$ cat src/rtl/core/mvgif_pkg.sv
// Shared widths, defaults and controller/datapath handshake types for the gain index fader.
`default_nettype none

package mvgif_pkg;

    localparam int NUM_VOICES_DEF = 8;

    localparam int KIND_W  = 2;
    localparam int VOICE_W = 3;
    localparam int IDX_W   = 8;
    localparam int MS_W    = 16;
    localparam int FRAC_W  = 16;

    // dividend is (diff * 3) << 16: 8-bit diff times 3 fits in 10 bits
    localparam int DVD_W = IDX_W + 2 + FRAC_W;
    localparam int QUO_W = 24;

    typedef struct packed {
        logic load;       // latch the incoming request
        logic start_div;  // launch the step division
        logic commit;     // write voice state and load the result register
    } t_cmd;

    typedef struct packed {
        logic need_div;
        logic div_done;
        logic out_free;
    } t_sts;

endpackage

`default_nettype wire

$ cat src/rtl/core/multi_voice_gain_index_fader.sv
// Ticks, stops, sets and short fades go from accept via the check state to the commit; the
// start of a fade of 3 ms or more to a new index also waits for the bit-serial step divider
// (26 steps). A request is accepted only after the last one is committed; a waiting result
// does not block the next accept, only the following commit.
// Reset (synchronous, active low) clears all voice state, the controller and the result valid.
`default_nettype none

module multi_voice_gain_index_fader #(
    parameter int NUM_VOICES = mvgif_pkg::NUM_VOICES_DEF
) (
    input  wire logic                            i_clk,
    input  wire logic                            i_rst_n,
    input  wire logic                            i_in_valid,
    output logic                                 o_in_ready,
    input  wire logic [mvgif_pkg::KIND_W-1:0]    i_kind,
    input  wire logic [mvgif_pkg::VOICE_W-1:0]   i_voice,
    input  wire logic [mvgif_pkg::IDX_W-1:0]     i_target_index,
    input  wire logic [mvgif_pkg::MS_W-1:0]      i_fade_ms,
    input  wire logic                            i_stop_at_end,
    output logic                                 o_out_valid,
    input  wire logic                            i_out_ready,
    output logic [mvgif_pkg::VOICE_W-1:0]        o_voice_out,
    output logic [mvgif_pkg::IDX_W-1:0]          o_gain_index,
    output logic                                 o_fading,
    output logic                                 o_stop_now
);

    mvgif_pkg::t_cmd w_cmd;
    mvgif_pkg::t_sts w_sts;

    mvgif_ctrl u_ctrl (
        .i_clk      (i_clk),
        .i_rst_n    (i_rst_n),
        .i_in_valid (i_in_valid),
        .o_in_ready (o_in_ready),
        .o_cmd      (w_cmd),
        .i_sts      (w_sts)
    );

    mvgif_dp #(
        .NUM_VOICES (NUM_VOICES)
    ) u_dp (
        .i_clk          (i_clk),
        .i_rst_n        (i_rst_n),
        .i_cmd          (w_cmd),
        .o_sts          (w_sts),
        .i_kind         (i_kind),
        .i_voice        (i_voice),
        .i_target_index (i_target_index),
        .i_fade_ms      (i_fade_ms),
        .i_stop_at_end  (i_stop_at_end),
        .o_out_valid    (o_out_valid),
        .i_out_ready    (i_out_ready),
        .o_voice_out    (o_voice_out),
        .o_gain_index   (o_gain_index),
        .o_fading       (o_fading),
        .o_stop_now     (o_stop_now)
    );

endmodule

`default_nettype wire

$ cat src/rtl/core/mvgif_div.sv
// Restoring divider, one quotient bit per cycle, for the fade step.
`default_nettype none

module mvgif_div (
    input  wire logic                          i_clk,
    input  wire logic                          i_rst_n,
    input  wire logic                          i_start,
    input  wire logic [mvgif_pkg::DVD_W-1:0]   i_dividend,
    input  wire logic [mvgif_pkg::MS_W-1:0]    i_divisor,
    output logic                               o_done,
    output logic [mvgif_pkg::QUO_W-1:0]        o_quotient
);

    localparam int CNT_W = $clog2(mvgif_pkg::DVD_W + 1);

    logic [mvgif_pkg::DVD_W-1:0] r_dvd;
    logic [mvgif_pkg::MS_W-1:0]  r_rem;
    logic [CNT_W-1:0]            r_cnt;
    logic                        r_busy;
    logic                        r_done;

    logic [mvgif_pkg::MS_W:0]    w_trial;
    logic                        w_fits;
    logic [mvgif_pkg::MS_W:0]    w_diff;

    assign w_trial = {r_rem, r_dvd[mvgif_pkg::DVD_W-1]};
    assign w_fits  = (w_trial >= {1'b0, i_divisor});
    assign w_diff  = w_trial - {1'b0, i_divisor};

    always_ff @(posedge i_clk) begin
        if (!i_rst_n) begin
            r_busy <= 1'b0;
            r_done <= 1'b0;
            r_cnt  <= '0;
        end else begin
            r_done <= 1'b0;
            if (i_start) begin
                r_busy <= 1'b1;
                r_cnt  <= CNT_W'(mvgif_pkg::DVD_W);
            end else if (r_busy) begin
                r_cnt <= r_cnt - 1'b1;
                if (r_cnt == CNT_W'(1)) begin
                    r_busy <= 1'b0;
                    r_done <= 1'b1;
                end
            end
        end
    end

    // dividend register shifts left and collects quotient bits at the bottom
    always_ff @(posedge i_clk) begin
        if (i_start) begin
            r_dvd <= i_dividend;
            r_rem <= '0;
        end else if (r_busy) begin
            r_dvd <= {r_dvd[mvgif_pkg::DVD_W-2:0], w_fits};
            r_rem <= w_fits ? w_diff[mvgif_pkg::MS_W-1:0] : w_trial[mvgif_pkg::MS_W-1:0];
        end
    end

    assign o_done     = r_done;
    assign o_quotient = r_dvd[mvgif_pkg::QUO_W-1:0];

endmodule

`default_nettype wire

$ cat src/rtl/core/mvgif_dp.sv
// Datapath: request latch, per-voice fader state, update logic, divider and result register.
`default_nettype none

module mvgif_dp #(
    parameter int NUM_VOICES = mvgif_pkg::NUM_VOICES_DEF
) (
    input  wire logic                            i_clk,
    input  wire logic                            i_rst_n,
    input  wire mvgif_pkg::t_cmd                 i_cmd,
    output mvgif_pkg::t_sts                      o_sts,
    input  wire logic [mvgif_pkg::KIND_W-1:0]    i_kind,
    input  wire logic [mvgif_pkg::VOICE_W-1:0]   i_voice,
    input  wire logic [mvgif_pkg::IDX_W-1:0]     i_target_index,
    input  wire logic [mvgif_pkg::MS_W-1:0]      i_fade_ms,
    input  wire logic                            i_stop_at_end,
    output logic                                 o_out_valid,
    input  wire logic                            i_out_ready,
    output logic [mvgif_pkg::VOICE_W-1:0]        o_voice_out,
    output logic [mvgif_pkg::IDX_W-1:0]          o_gain_index,
    output logic                                 o_fading,
    output logic                                 o_stop_now
);

    localparam int VW     = (NUM_VOICES > 1) ? $clog2(NUM_VOICES) : 1;
    localparam int IDX_W  = mvgif_pkg::IDX_W;
    localparam int FRAC_W = mvgif_pkg::FRAC_W;
    localparam int ACC_W  = 32;
    localparam int STEP_W = mvgif_pkg::QUO_W;
    localparam int SHORT_MS = 3;

    typedef enum logic [1:0] {
        KIND_TICK  = 2'd0,
        KIND_START = 2'd1,
        KIND_STOP  = 2'd2,
        KIND_SET   = 2'd3
    } t_kind;

    typedef enum logic [1:0] {
        SPH_NONE   = 2'd0,
        SPH_JUMP   = 2'd1,
        SPH_FINISH = 2'd2
    } t_sph;

    // latched request
    logic [mvgif_pkg::KIND_W-1:0]  r_kind;
    logic [mvgif_pkg::VOICE_W-1:0] r_voice;
    logic [IDX_W-1:0]              r_targ;
    logic [mvgif_pkg::MS_W-1:0]    r_ms;
    logic                          r_stop;

    // per-voice state
    logic [IDX_W-1:0]  r_cur [NUM_VOICES];
    logic [IDX_W-1:0]  r_tgt [NUM_VOICES];
    logic [ACC_W-1:0]  r_acc [NUM_VOICES];
    logic [STEP_W-1:0] r_stp [NUM_VOICES];
    logic              r_up  [NUM_VOICES];
    logic              r_on  [NUM_VOICES];
    logic              r_stf [NUM_VOICES];
    t_sph              r_sph [NUM_VOICES];

    // result register
    logic                          r_out_valid;
    logic [mvgif_pkg::VOICE_W-1:0] r_out_voice;
    logic [IDX_W-1:0]              r_out_gain;
    logic                          r_out_fading;
    logic                          r_out_stop;

    logic [VW-1:0]     w_vidx;
    logic              w_voice_ok;
    logic [IDX_W-1:0]  w_cur;
    logic [IDX_W-1:0]  w_tgt;
    logic [ACC_W-1:0]  w_acc;
    logic [ACC_W-1:0]  w_stp;
    logic              w_up;
    logic              w_on;
    logic              w_stf;
    t_sph              w_sph;

    logic              w_short;
    logic              w_targ_up;
    logic [IDX_W-1:0]  w_diff;
    logic [IDX_W+1:0]  w_diff3;
    logic [mvgif_pkg::DVD_W-1:0] w_dividend;
    logic              w_div_done;
    logic [STEP_W-1:0] w_quot;

    logic [ACC_W-1:0]  w_acc_add;
    logic [ACC_W-1:0]  w_acc_sub;
    logic [IDX_W-1:0]  w_idx_add;
    logic [IDX_W-1:0]  w_idx_sub;

    logic [IDX_W-1:0]  n_cur;
    logic [IDX_W-1:0]  n_tgt;
    logic [ACC_W-1:0]  n_acc;
    logic [STEP_W-1:0] n_stp;
    logic              n_up;
    logic              n_on;
    logic              n_stf;
    t_sph              n_sph;
    logic              n_stop_now;
    logic              w_wr;

    assign w_vidx     = VW'(r_voice);
    assign w_voice_ok = (32'(r_voice) < NUM_VOICES);

    assign w_cur = r_cur[w_vidx];
    assign w_tgt = r_tgt[w_vidx];
    assign w_acc = r_acc[w_vidx];
    assign w_stp = ACC_W'(r_stp[w_vidx]);
    assign w_up  = r_up[w_vidx];
    assign w_on  = r_on[w_vidx];
    assign w_stf = r_stf[w_vidx];
    assign w_sph = r_sph[w_vidx];

    assign w_short    = (r_ms < mvgif_pkg::MS_W'(SHORT_MS));
    assign w_targ_up  = (r_targ > w_cur);
    assign w_diff     = w_targ_up ? (r_targ - w_cur) : (w_cur - r_targ);
    assign w_diff3    = {2'b00, w_diff} + {1'b0, w_diff, 1'b0};
    assign w_dividend = {w_diff3, {FRAC_W{1'b0}}};

    mvgif_div u_div (
        .i_clk      (i_clk),
        .i_rst_n    (i_rst_n),
        .i_start    (i_cmd.start_div),
        .i_dividend (w_dividend),
        .i_divisor  (r_ms),
        .o_done     (w_div_done),
        .o_quotient (w_quot)
    );

    assign w_acc_add = w_acc + w_stp;
    assign w_acc_sub = (w_acc >= w_stp) ? (w_acc - w_stp) : '0;
    assign w_idx_add = w_acc_add[FRAC_W +: IDX_W];
    assign w_idx_sub = w_acc_sub[FRAC_W +: IDX_W];

    always_comb begin
        n_cur      = w_cur;
        n_tgt      = w_tgt;
        n_acc      = w_acc;
        n_stp      = r_stp[w_vidx];
        n_up       = w_up;
        n_on       = w_on;
        n_stf      = w_stf;
        n_sph      = w_sph;
        n_stop_now = 1'b0;
        case (t_kind'(r_kind))
            KIND_TICK: begin
                if (w_on) begin
                    if (w_sph == SPH_FINISH) begin
                        n_on       = 1'b0;
                        n_sph      = SPH_NONE;
                        n_stop_now = w_stf;
                    end else if (w_sph != SPH_NONE) begin
                        n_cur = w_tgt;
                        n_sph = SPH_FINISH;
                    end else if (w_up) begin
                        if (w_cur >= w_tgt) begin
                            n_on       = 1'b0;
                            n_stop_now = w_stf;
                        end else begin
                            n_acc = w_acc_add;
                            n_cur = (w_idx_add <= w_tgt) ? w_idx_add : w_tgt;
                        end
                    end else begin
                        if (w_cur <= w_tgt) begin
                            n_on       = 1'b0;
                            n_stop_now = w_stf;
                        end else begin
                            n_acc = w_acc_sub;
                            n_cur = (w_idx_sub >= w_tgt) ? w_idx_sub : w_tgt;
                        end
                    end
                end
            end
            KIND_START: begin
                n_tgt = r_targ;
                if (w_short) begin
                    n_sph = SPH_JUMP;
                    n_stf = r_stop;
                    n_on  = 1'b1;
                end else begin
                    n_sph = SPH_NONE;
                    // a fade to the current index only sets the target and clears the jump phase, starting no fade
                    if (r_targ != w_cur) begin
                        n_up  = w_targ_up;
                        n_stp = w_quot;
                        n_acc = {{(ACC_W-IDX_W-FRAC_W){1'b0}}, w_cur, {FRAC_W{1'b0}}};
                        n_stf = r_stop;
                        n_on  = 1'b1;
                    end
                end
            end
            KIND_STOP: begin
                n_on  = 1'b0;
                n_sph = SPH_NONE;
            end
            KIND_SET: begin
                n_on  = 1'b0;
                n_sph = SPH_NONE;
                n_cur = r_targ;
            end
            default: begin
                n_on = w_on;
            end
        endcase
    end

    assign w_wr = i_cmd.commit && w_voice_ok;

    always_ff @(posedge i_clk) begin
        if (i_cmd.load) begin
            r_kind  <= i_kind;
            r_voice <= i_voice;
            r_targ  <= i_target_index;
            r_ms    <= i_fade_ms;
            r_stop  <= i_stop_at_end;
        end
    end

    always_ff @(posedge i_clk) begin
        if (!i_rst_n) begin
            for (int i = 0; i < NUM_VOICES; i++) begin
                r_cur[i] <= '0;
                r_tgt[i] <= '0;
                r_acc[i] <= '0;
                r_stp[i] <= '0;
                r_up[i]  <= 1'b0;
                r_on[i]  <= 1'b0;
                r_stf[i] <= 1'b0;
                r_sph[i] <= SPH_NONE;
            end
        end else if (w_wr) begin
            r_cur[w_vidx] <= n_cur;
            r_tgt[w_vidx] <= n_tgt;
            r_acc[w_vidx] <= n_acc;
            r_stp[w_vidx] <= n_stp;
            r_up[w_vidx]  <= n_up;
            r_on[w_vidx]  <= n_on;
            r_stf[w_vidx] <= n_stf;
            r_sph[w_vidx] <= n_sph;
        end
    end

    always_ff @(posedge i_clk) begin
        if (!i_rst_n) begin
            r_out_valid <= 1'b0;
        end else if (i_cmd.commit) begin
            r_out_valid <= 1'b1;
        end else if (i_out_ready) begin
            r_out_valid <= 1'b0;
        end
    end

    // voices past the configured count report a zero gain index and no fading or stop flag
    always_ff @(posedge i_clk) begin
        if (i_cmd.commit) begin
            r_out_voice  <= r_voice;
            r_out_gain   <= w_voice_ok ? n_cur : '0;
            r_out_fading <= w_voice_ok && n_on;
            r_out_stop   <= w_voice_ok && n_stop_now;
        end
    end

    assign o_sts.need_div = w_voice_ok && (t_kind'(r_kind) == KIND_START) && !w_short
                            && (r_targ != w_cur);
    assign o_sts.div_done = w_div_done;
    assign o_sts.out_free = !r_out_valid || i_out_ready;

    assign o_out_valid  = r_out_valid;
    assign o_voice_out  = r_out_voice;
    assign o_gain_index = r_out_gain;
    assign o_fading     = r_out_fading;
    assign o_stop_now   = r_out_stop;

endmodule

`default_nettype wire

$ cat src/rtl/core/mvgif_ctrl.sv
// Controller: sequences accept, divide and commit for one request at a time.
`default_nettype none

module mvgif_ctrl (
    input  wire logic             i_clk,
    input  wire logic             i_rst_n,
    input  wire logic             i_in_valid,
    output logic                  o_in_ready,
    output mvgif_pkg::t_cmd       o_cmd,
    input  wire mvgif_pkg::t_sts  i_sts
);

    typedef enum logic [1:0] {
        S_IDLE,
        S_CHECK,
        S_DIV,
        S_COMMIT
    } t_state;

    t_state r_state;

    always_ff @(posedge i_clk) begin
        if (!i_rst_n) begin
            r_state <= S_IDLE;
        end else begin
            case (r_state)
                S_IDLE: begin
                    if (i_in_valid) r_state <= S_CHECK;
                end
                S_CHECK: begin
                    r_state <= i_sts.need_div ? S_DIV : S_COMMIT;
                end
                S_DIV: begin
                    if (i_sts.div_done) r_state <= S_COMMIT;
                end
                S_COMMIT: begin
                    if (i_sts.out_free) r_state <= S_IDLE;
                end
                default: begin
                    r_state <= S_IDLE;
                end
            endcase
        end
    end

    assign o_in_ready      = (r_state == S_IDLE);
    assign o_cmd.load      = (r_state == S_IDLE) && i_in_valid;
    assign o_cmd.start_div = (r_state == S_CHECK) && i_sts.need_div;
    assign o_cmd.commit    = (r_state == S_COMMIT) && i_sts.out_free;

endmodule

`default_nettype wire
$ cat config.mk
export PLATFORM = sky130hd
export DESIGN_NAME = multi_voice_gain_index_fader
export DESIGN_NICKNAME = d
export VERILOG_FILES = /design/src/rtl/core/mvgif_pkg.sv /design/src/rtl/core/multi_voice_gain_index_fader.sv /design/src/rtl/core/mvgif_div.sv /design/src/rtl/core/mvgif_dp.sv /design/src/rtl/core/mvgif_ctrl.sv
export SDC_FILE = /design/constraint.sdc
export NUM_CORES = 1
export LEC_CHECK = 0
export ABC_AREA = 1
export BUFFER_PORTS_ARGS = -buffer_cell sky130_fd_sc_hd__buf_4
export CORE_ASPECT_RATIO = 0.7
export CORE_MARGIN = 2
export CORE_UTILIZATION = 35
export CTS_BUF_LIST = sky130_fd_sc_hd__clkbuf_8
export CTS_CLUSTER_SIZE = 14
export DETAILED_ROUTE_END_ITERATION = 10
export GPL_TIMING_DRIVEN = 0
export SLEW_MARGIN = 20
export SYNTH_ARGS = -nofsm -noshare
export SYNTH_HDL_FRONTEND = slang
export SYNTH_SLANG_ARGS = --single-unit
$ cat constraint.sdc
create_clock -name i_clk -period 9.3 [get_ports i_clk]
set_clock_uncertainty 0.15 [all_clocks]
set_input_delay 0.93 -clock i_clk [delete_from_list [all_inputs] [get_ports i_clk]]
set_output_delay 0.93 -clock i_clk [all_outputs]
set_load 0.1 [all_outputs]
==> out/metrics.cfg <==
[worst_setup_path]
critPathTopFamily = buffers and inverters
crit_path_max_incr_delay_ns = 0.82
crit_buf_inv = 9
cp.arrival_ns = 9.38
crit_fanout = 10
path_depth = 36
critPathSlowestCell = dfxtp_1
crit_path_end_kind = register
r2r_setup_slack_ns = 0.29
cp_common_cell = nand2_1
cp_data_required_time_ns = 9.66
r2r_end = u_dp.r_cur[1][6]
critPathLaunchType = register
path_class = reg2reg
rr_worst_depth = 36

[global_routing]
grt_pass1_vias = 32500
grt_usage_pct = 28.4
grt_pass1_wl_um = 234000
antenna_found_initial = 6
grt_max_degree = 41
grt_overflow_total = 0

[synth]
ys_seq_area_share_pct = 53.3
synth-edff-count = 645
ys_ff_latch = 714
netlist-cell-type-count = 55
async_flop_share_pct = 0
syn_area_per_cell_um2 = 8.69
yosys_warnings = 0
synthesis.instances = 4479
synth_nets = 4640
synth_area_mm2 = 0.0389
synth-main-ff-cell = edfxtp_1

[clock_network]
tritoncts = yes
numCtsBuffers = 112
htree_levels = 3
cts_buffer_depth = 3
cts_sinks = 714
cts_root_buf = clkbuf_8
cts.clk_slew.worst_paths_ns = 0.06
clkLatencyLatePin_ns = 0.81

[die]
dieHeight_um = 283
die_w_um = 403
start_util_pct = 35.3
core_area_mm2 = 0.110
ios = 49
rows = 102
die-area_mm2 = 0.114

[drt]
vias = 35100
drt_iter0_drc = 5687
drc = 0
via_per_inst = 5.64
antenna_left = 0
drt-total-wl_um = 165000
post_drt_wl_per_cell_um = 26.6
drtPass1Iterations = 8

[sta]
report.final.slew_viol_count = 0
relSlewSlack_pct = 16.8
fmax_mhz = 111
final.period_utilization_pct = 96.9
rsz0062_at_grt = no
hold_viol_final = 0
tightest_slew_ns = 1.25
min_period_ns = 9.01
setup_viol = 0

[final_layout]
ff_latch_area_mm2 = 0.0207
drive_above_1_share_pct = 8.58
fill_cells = 11200
synthToLayoutAreaGrowth_pct = 12.5
nets = 4821
final_util_pct = 39.7
multi_input_area_mm2 = 0.0155

[min_path]
worstHoldStart = i_stop_at_end
holdPathStages = 1
hold_end = u_dp.r_stop
hp-class = in2reg

[placed_design]
hpwl_um = 121000
gp_congestion = 1.05
port_buffers = 47

[run]
max_cap_violations = 0

[outcome]
status = finished, final reports clean

per-layer routing:
metal	share of wire, %	wire (µm)	GRT usage (%)
met5	0.016	26	0
met4	2.5	4070	7.02
met3	14	23500	8.90
met2	38	62600	37.0
met1	45	75000	44.4
per-stage QoR:
stage | hold slack (ns) | setup TNS, ns | instances | area (µm²) | setup slack [ns]
3_3_place_gp | 0.292 | -11.41 | 5982 | 41100 | -0.325
2_1_floorplan | 0.279 | 0 | 4479 | 38900 | 3.77
4_1_cts | 0.0980 | 0 | 6215 | 43700 | 0.0621
5_1_grt | 0.109 | 0 | 6217 | 43800 | 0.0660
3_5_place_dp | 0.294 | 0 | 6003 | 41700 | 0.105
6_report | 0.155 | 0 | 6221 | 43800 | 0.287
state kept, by name, indices dropped and copies added (netlist names), 2 cells and up, named ones only:
signal	cells
u_dp.r_ms	16
u_dp.r_cur	64
u_dp.o_voice_out	3
u_dp.r_voice	3
u_dp.r_tgt	64
u_ctrl.r_state	2
u_dp.r_stf	8
u_dp.r_acc	256
u_dp.u_div.r_cnt	5
u_dp.r_up	8
u_dp.u_div.r_dvd	26
u_dp.r_kind	2
u_dp.r_on	8
u_dp.r_targ	8
u_dp.o_gain_index	8
u_dp.r_stp	192
u_dp.u_div.r_rem	16
u_dp.r_sph	16
layout make-up:
class                      count  share of cell area, %
sequential                   714                   47.4
buffer                       238                   2.62
inverter                     435                   3.73
timing repair buffer          70                   1.91
antenna                        7                 0.0400
clock buffer                 114                   3.58
multi-input combinational   3089                   35.4
tap                         1456                   4.16
clock inverter                98                   1.19
placed cells by master, fill, tap and decap left out, drive strengths merged, types with 5 or more instances in the layout:
master,count
ha,121
buf,177
xnor2,9
a31oi,13
clkbuf,245
o211ai,21
o21bai,6
dfxtp,69
nand3,165
a21oi,413
o21a,11
diode,7
a22oi,22
fa,6
o21ai,490
or2,5
inv,476
nand2,727
clkinv,50
nor3,27
o22ai,136
nor2,814
edfxtp,645
nand4,40
xor2,35
and2,5
cell usage after synthesis, types with 18 or more instances:
library cell / n / area [µm²]
nand4_1: 39 / 244
clkbuf_1: 132 / 495
inv_1: 417 / 1570
a22oi_1: 22 / 165
nor2_1: 795 / 2980
buf_4: 20 / 150
nand3_1: 163 / 816
xor2_1: 35 / 307
edfxtp_1: 645 / 19400
nand2_1: 698 / 2620
o21ai_1: 80 / 400
o21ai_0: 405 / 2030
a21oi_1: 412 / 2060
nor3_1: 24 / 120
ha_1: 121 / 1510
o22ai_1: 136 / 851
nand2_2: 24 / 150
nor2_2: 18 / 113
dfxtp_1: 69 / 1380
buf_2: 59 / 295
worst max-delay path by stage:
stage,from,to,slack [ns]
final,register,u_dp.r_cur[1][6],0.29
after global routing,register,u_dp.r_cur[3][5],0.07
after CTS,register,u_dp.r_cur[1][6],0.06
after detailed placement,register,u_dp.r_cur[1][6],0.11
after global placement,register,u_dp.r_cur[0][6],-0.33
after floorplan,register,u_dp.r_cur[5][6],3.77
worst reg2reg max path: cells and delay by family (launching register included):
family	cells	cell delay, ns
compound gates	4	1.18
simple gates	21	2.67
flops	1	0.82
buf+inv	9	3.06
fa+ha+maj	2	0.88
repair_timing:
item                       in CTS  in global routing
gates resized for setup         0                  9
hold buffers                    0                  0
setup endpoints to repair       0                 72
buffers inserted                0                  0
logic make-up (layout without fill, tap and decap cells):
family / Yosys count / after routing / synth area share [%]
simple gates: 1787 / 1787 / 18.7
compound gates: 1130 / 1130 / 15.7
flops: 714 / 714 / 53.3
buf+inv: 676 / 955 / 7.13
fa+ha+maj: 127 / 127 / 4.20
xor+xnor: 44 / 44 / 0.990
mux: 1 / 1 / 0.0257
other cells: 0 / 7 / 0
Power is left out: the tool's default activity adds up to more than one toggle a clock period on the data nets, which glitch-free logic cannot reach.
